File: config.mk
export PLATFORM = sky130hd
export DESIGN_NAME = tcc_cursor
export DESIGN_NICKNAME = d
export VERILOG_FILES = /design/src/rtl/tcc_pkg.sv /design/src/rtl/tcc_cursor.sv
export SDC_FILE = /design/constraint.sdc
export NUM_CORES = 1
export LEC_CHECK = 0
export BUFFER_PORTS_ARGS = -buffer_cell sky130_fd_sc_hd__buf_2
export CELL_PAD_IN_SITES_DETAIL_PLACEMENT = 1
export CELL_PAD_IN_SITES_GLOBAL_PLACEMENT = 1
export CORE_ASPECT_RATIO = 0.6
export CORE_MARGIN = 2
export CORE_UTILIZATION = 39
export DETAILED_ROUTE_END_ITERATION = 16
export HOLD_SLACK_MARGIN = 0.12
export PLACE_DENSITY = 0.79
export SLEW_MARGIN = 10
export SYNTH_ARGS = -nofsm -noshare
export SYNTH_HDL_FRONTEND = slang
export SYNTH_SLANG_ARGS = --single-unit
export TNS_END_PERCENT = 5
File: constraint.sdc
create_clock -name clk -period 3.7 [get_ports clk]
set_input_delay 0.37 -clock clk [delete_from_list [all_inputs] [get_ports clk]]
set_output_delay 0.37 -clock clk [all_outputs]
set_load 0.005 [all_outputs]
File: src/rtl/tcc_pkg.sv
// Shared constants and types of the text console cursor and scroll block.
// Depends on nothing; the cursor, the top level and the bench take names from here by scope.
package tcc_pkg;

	localparam logic [7:0] CODE_SPACE = 8'h20;
	localparam logic [7:0] CODE_NL    = 8'h0A;
	localparam logic [7:0] CODE_CR    = 8'h0D;
	localparam logic [7:0] CODE_BS    = 8'h08;

	localparam logic MODE_PUT  = 1'b0;
	localparam logic MODE_READ = 1'b1;

	typedef struct packed {
		logic wr_byte;
		logic clr_row;
		logic scrolled;
		logic rd_cell;
	} tcc_op_t;

endpackage

File: src/rtl/tcc_cursor.sv
// Cursor, row-ring pointer and per-item decode of the text console.
// Depends on tcc_pkg for character codes, modes and the operation struct.
module tcc_cursor #(
	parameter int LINE_STRIDE  = 32,
	parameter int VISIBLE_COLS = 30,
	parameter int ROWS         = 20
) (
	input  logic                        clk,
	input  logic                        arst_n,
	input  logic                        accept,
	input  logic                        mode,
	input  logic [7:0]                  char_code,
	input  logic [4:0]                  read_row,
	input  logic [4:0]                  read_col,
	output tcc_pkg::tcc_op_t            op,
	output logic [$clog2(ROWS)-1:0]        addr,
	output logic [$clog2(LINE_STRIDE)-1:0] col,
	output logic [$clog2(ROWS)-1:0]        clr_addr,
	output logic [4:0]                  cursor_col,
	output logic [4:0]                  cursor_row
);

	localparam int XW = $clog2(VISIBLE_COLS + 1);
	localparam int YW = $clog2(ROWS);
	localparam int CW = $clog2(LINE_STRIDE);

	logic [XW-1:0] x_q, x_d, x_inc;
	logic [YW-1:0] y_q, y_d;
	logic [YW-1:0] top_q, top_d;
	logic          adv_row;
	logic          rd_ok;

	function automatic logic [YW-1:0] phys(input logic [YW-1:0] r, input logic [YW-1:0] top);
		logic [YW:0] s;
		s = {1'b0, r} + {1'b0, top};
		if (32'(s) >= ROWS) begin
			s = s - (YW+1)'(ROWS);
		end
		return s[YW-1:0];
	endfunction

	always_comb begin
		x_d     = x_q;
		y_d     = y_q;
		top_d   = top_q;
		op      = '0;
		adv_row = 1'b0;
		x_inc   = x_q + XW'(1);
		rd_ok   = (32'(read_row) < ROWS) && (32'(read_col) < LINE_STRIDE);
		if (mode == tcc_pkg::MODE_READ) begin
			op.rd_cell = rd_ok;
		end else begin
			case (char_code)
				tcc_pkg::CODE_NL: begin
					adv_row = 1'b1;
				end
				tcc_pkg::CODE_CR: begin
					x_d = '0;
				end
				tcc_pkg::CODE_BS: begin
					if (x_q != '0) begin
						x_d = x_q - XW'(1);
					end
				end
				default: begin
					op.wr_byte = (32'(x_q) < LINE_STRIDE);
					if (32'(x_inc) >= VISIBLE_COLS) begin
						adv_row = 1'b1;
					end else begin
						x_d = x_inc;
					end
				end
			endcase
		end
		if (adv_row) begin
			x_d = '0;
			if (32'(y_q) + 1 >= ROWS) begin
				y_d         = YW'(ROWS - 1);
				op.clr_row  = 1'b1;
				op.scrolled = 1'b1;
				top_d       = (top_q == YW'(ROWS - 1)) ? '0 : top_q + YW'(1);
			end else begin
				y_d = y_q + YW'(1);
			end
		end
	end

	assign addr       = (mode == tcc_pkg::MODE_READ) ? phys(YW'(read_row), top_q)
	                                                 : phys(y_q, top_q);
	assign col        = (mode == tcc_pkg::MODE_READ) ? CW'(read_col) : CW'(x_q);
	assign clr_addr   = top_q;
	assign cursor_col = 5'(x_d);
	assign cursor_row = 5'(y_d);

	always_ff @(posedge clk or negedge arst_n) begin
		if (!arst_n) begin
			x_q   <= '0;
			y_q   <= '0;
			top_q <= '0;
		end else if (accept) begin
			x_q   <= x_d;
			y_q   <= y_d;
			top_q <= top_d;
		end
	end

endmodule

# Word-level counts from Yosys, hierarchy flattened
# Cells that the tools add are included.
word_totals:
  regBits: 15
  in_bits: 22
  wordCells: 45
  output_inout_bits: 29
op_classes:
  reduce_logical: 4
  n_eq_ne: 4
  magnitude_cmp: 5
  add_sub_neg: 9
  mux: 20
ops:
  columns: ["cell", "n"]
  rows:
  - ["5-bit 2-to-1 mux", 11]
  - ["8-bit by 4-bit equality test with 1-bit output, second input constant", 3]
  - ["6-bit by 5-bit >= comparator with 1-bit output, second input constant", 3]
  - ["5-bit by 1-bit adder with 5-bit output, second input constant", 3]
  - ["5-bit case mux with 3 select lines", 1]
  - ["5-bit by 5-bit adder with 6-bit output", 2]
  - ["5-bit subtractor, second input constant", 2]
  - ["5-bit by 1-bit adder with 6-bit output, second input constant", 1]
  - ["5-bit equality test, second input constant", 1]
  - ["5-bit >= comparator, second input constant", 1]
  - ["5-bit less-than comparator, second input constant", 1]
  - ["1-bit 2-to-1 mux", 5]
  - ["5-bit nonzero test", 1]
  - ["5-bit by 1-bit subtractor with 5-bit output, second input constant", 1]
  - ["2-bit 2-to-1 mux", 2]
  - ["3-bit AND reduction", 1]
  - ["3-bit OR reduction", 1]
  - ["1-bit case mux with 2 select lines", 1]
  - ["2-bit OR reduction", 1]

# Depth between registers and ports, before layout
depth:
  ltp_word: 6
  ltp_mapped: 11

# Worst setup path before layout
# OpenSTA, ideal clock, no wires.
synth_timing:
  kind: "reg2out"
  start: "reg top_q[1] (netlist: clr_addr[1])"
  end: "out addr[3]"
  setup_slack_ns: 0.644
  stages_incl_launch_ff: 12
  n_path_buf: 0
  arrival_ns: 2.686
  required_time_ns: 3.330
  cell_sequence: "dfrtp_1 ha_1 a21o_1 a21oi_1 xnor2_1 ha_1 or3b_2 a32o_1 o211ai_1 o31a_1 nand2_1 a32oi_1"
synth_via:
  elab_chain_len: 4
synth_rtl:
  columns: ["item", "line", "rtl"]
  rows:
  - ["start: declaration", "tcc_cursor.sv:29", "logic [YW-1:0] top_q, top_d;"]
  - ["start signal: assignment", "tcc_cursor.sv:103", "top_q <= top_d;"]
  - ["5-bit by 5-bit adder with 6-bit output", "tcc_cursor.sv:35", "s = {1'b0, r} + {1'b0, top};"]
  - ["5-bit subtractor / 6-bit by 5-bit >= comparator with 1-bit output (equally long branches)", "tcc_cursor.sv:37, tcc_cursor.sv:36", null]
  - ["5-bit 2-to-1 mux", "tcc_cursor.sv:36", "if (32'(s) >= ROWS) begin"]
  - ["5-bit 2-to-1 mux (*)", "tcc_cursor.sv:88", "assign addr = (mode == tcc_pkg::MODE_READ) ? phys(YW'(read_row), top_q)"]
  - ["end: declaration", "tcc_cursor.sv:16", "output logic [$clog2(ROWS)-1:0] addr,"]
# Every way passes the cells marked *; elsewhere a longest branch is shown, timed or not.

# Worst setup path after layout
layout_timing:
  start: "reg y_q[0]"
  end: "out addr[3]"
layout_via:
  elab_chain_len: 4
layout_rtl:
  columns: ["item", "line", "rtl"]
  rows:
  - ["start: declaration", "tcc_cursor.sv:28", "logic [YW-1:0] y_q, y_d;"]
  - ["start signal: assignment", "tcc_cursor.sv:102", "y_q <= y_d;"]
  - ["5-bit by 5-bit adder with 6-bit output (*)", "tcc_cursor.sv:35", null]
  - ["5-bit subtractor / 6-bit by 5-bit >= comparator with 1-bit output (equally long branches)", "tcc_cursor.sv:37, tcc_cursor.sv:36", null]
  - ["5-bit 2-to-1 mux (*)", "tcc_cursor.sv:36", null]
  - ["5-bit 2-to-1 mux (*)", "tcc_cursor.sv:88", null]
# Marked as above.

==> reports/qor.txt <==
Yosys reg bits - 15
vias per cell - 5.69
syn avg cell area - 7.75 um^2
status - completed
met2 wire len - 2570 um
Crit Path Class - reg2out
Post-Syn Instances - 258
routed len/inst - 17.0 um
CP Launch Type - register
Max FO, Critical Path - 7
cell area after layout - 2420 um^2
P&R area growth vs syn - 21.0%
combinational power share - 0.607
Max-Cap Viols - 0
Max-slew headroom - 0.643
pin count of the biggest net entering global routing - 27
Worst VDD drop - 239 uV
Switching Fraction - 0.477
pwr dens - 425 nW/um^2
Hold WS - 0.400 ns
die area - 5730 um^2
total clock sinks - 15
Iteration-0 DRC Markers - 108
cell mode on critical path - inv_1
WL met1 - 3390 um
WHS Path Cells - 2
Slowest-stage cell, CP - dfrtp_1
Worst path max stage delay - 0.46 ns
Ys Warns - 0
delay-heaviest family, CP - adder cells
IO buf count - 50
commonest non-fill, non-tap cells in the layout - buf_2 (50), o21ai_0 (27), nand2_1 (26), nor2_1 (20), ha_1 (19)
Critical Path, Cell by Cell - ha_1 > fa_1 > xor2_1 > inv_1 > ha_2 > inv_1 > a21oi_1 > o22ai_1 > o31a_1 > or2_2 > a32oi_1 > buf_2
drt drc - 0
Distinct cells, synth - 54
H-tree levels - 1
CTS tree - built
Routed WL - 6340 um
Critical Path Stages - 12
max frequency - 0.283 GHz
Final nets - 353
R2R cell count - 7
Clock Power Share - 0.135
TritonCTS buffer count - 3
iteration count of the initial detailed-routing pass - 4
core footprint - 5000 um^2
CP bufs+invs - 3
antenna fix cells - 0
Pwr Total - 1.03 mW
Clock Tree Root - clkbuf_8
final-report setup violation count - 0
FFs w/ async S/R, synth - 1.00
worst-skew pair later-pin latency - 0.26 ns
Tmin final - 3.53 ns
Ports - 51
period utilization - 0.954
sw power - 0.490 mW
Final Hold Vio Count - 0
Total GRT Usage - 0.233
Starting Density - 0.400
Final Max Tran Viols - 0
worst-margin pin slew - 0.529 ns
Worst Skew - 0.00751 ns
Clock Path Buffers - 2
GP Congestion - 0.880
DR vias - 2127
Post-synth EDFFs - 0
site row count - 20
critical path arrival - 3.16 ns
Setup crit end kind - output pin
WL met3 - 317 um
die width - 96.4 um
share of cells above drive strength 1 - 0.276
first-pass GRT wire length - 10300 um
vias in the first global route - 1968
GRT overflow - 0
Post-DP HPWL - 5050 um
Routed Antenna Nets - 0
total internal power - 0.538 mW
most common cell after layout, fill and taps aside - buf_2
leakage - 1.18 nW
initial antenna violation count - 0
sequential-to-total area share from yosys stat - 0.188
HP Class - in2reg
data required time of the worst path - 3.33 ns
Top FF cell, synth - dfrtp_1
highest metal used - met4
Placed Area - 2300 um^2
Worst-path clk slew - 0.07 ns
Post-Syn Nets - 302
setup TNS - 0 ns
Die Y - 59.5 um
sequential power share - 0.258
synthesized cell area - 2000 um^2
-- what timing repair did --
| item | 4_1_cts | 5_1_grt |
|---|---|---|
| resized for setup | 2 | 7 |
| buffers inserted | 0 | 2 |
| endpoints found under the setup margin | 2 | 2 |
| hold buffers | 1 | 0 |
| hold endpoints to repair | 15 | 0 |
| pin swaps | 0 | 2 |
-- worst register-to-register path, delay by kind of cell, from the launching register on --
| kind | cells | cell delay (ns) |
|---|---|---|
| AO/OA/AOI/OAI | 2 | 0.50 |
| adder cells (fa/ha/maj) | 1 | 0.31 |
| flip-flops | 1 | 0.53 |
| AND/OR/NAND/NOR | 2 | 0.90 |
| XOR/XNOR | 1 | 0.19 |
| multiplexers | 1 | 0.30 |
-- metal layers --
metal	vias up	GRT usage
met5	-	0
met4	0	0.0483
met3	6	0.0242
met2	51	0.324
met1	1019	0.380
li1	1051	-
-- sequential cells by signal (all words and copies together) (netlist names) --
signal    count
clr_addr      5
x_q           5
y_q           5
-- cell type report --
| type | count | area (um^2) |
|---|---|---|
| tap | 66 | 82.6 |
| sequential | 15 | 378 |
| multi-input combinational | 218 | 1560 |
| clock buffer | 3 | 41.3 |
| clock inverter | 1 | 5.00 |
| fill | 642 | 2590 |
| inverter | 15 | 56.3 |
| timing repair buffer | 56 | 298 |
-- kinds of logic (layout without fill, tap and decap cells) --
group / count (synthesis) / after routing / synth area share
xor+xnor: 11 / 11 / 0.0482
mux: 13 / 13 / 0.0745
flops: 15 / 15 / 0.188
compound gates: 84 / 84 / 0.267
fa+ha+maj: 22 / 22 / 0.145
buf+inv: 25 / 75 / 0.0532
simple gates: 88 / 88 / 0.224
-- power by group through the flow --
stage | combinational (mW) | sequential, mW | clock (mW)
CTS | 0.617 | 0.263 | 0.142
finish | 0.624 | 0.265 | 0.139
floorplan | 0.402 | 0.253 | 0
global route | 0.706 | 0.271 | 0.148
detailed placement | 0.612 | 0.267 | 0
global placement | 0.591 | 0.264 | 0
-- final timing paths --
path	startpoint	end	slack (ns)
min	accept	x_q[4]	0.40
max reg2reg	x_q[0]	clr_addr[1]	0.87
min reg2reg	clr_addr[0]	clr_addr[0]	0.63
max	y_q[0]	addr[3]	0.17
max in group asynchronous	arst_n	clr_addr[1]	2.88
min in group asynchronous	arst_n	y_q[1]	0.55
-- per-stage QoR --
| stage | util | std cells | setup WS, ns |
|---|---|---|---|
| finish | 0.483 | 374 | 0.170 |
| global route | 0.483 | 374 | -0.00884 |
| CTS | 0.473 | 372 | 0.000597 |
| detailed placement | 0.461 | 367 | 0.230 |
| global placement | 0.461 | 367 | 0.387 |
| floorplan | - | 258 | 0.644 |
-- cell usage after synthesis (2+ instances only) --
cell,n,area share
mux2_2,7,0.039
inv_1,15,0.028
fa_1,2,0.020
o31a_1,4,0.018
o21ai_0,27,0.068
nand3_1,6,0.015
or3_1,3,0.0094
ha_1,20,0.13
xor2_1,6,0.026
dfrtp_1,15,0.19
nand2_1,26,0.049
a21o_1,4,0.015
nand3b_1,3,0.011
nand2b_1,2,0.0063
nor2b_1,5,0.016
a21oi_1,19,0.048
o211ai_1,6,0.023
mux2_4,2,0.015
nor3_1,9,0.023
mux2i_1,4,0.020
a31oi_1,7,0.022
o21a_1,3,0.011
xnor2_1,5,0.022
clkbuf_1,7,0.013
and3_1,3,0.0094
nor2_1,20,0.038
(Power assumes the default switching activity.)
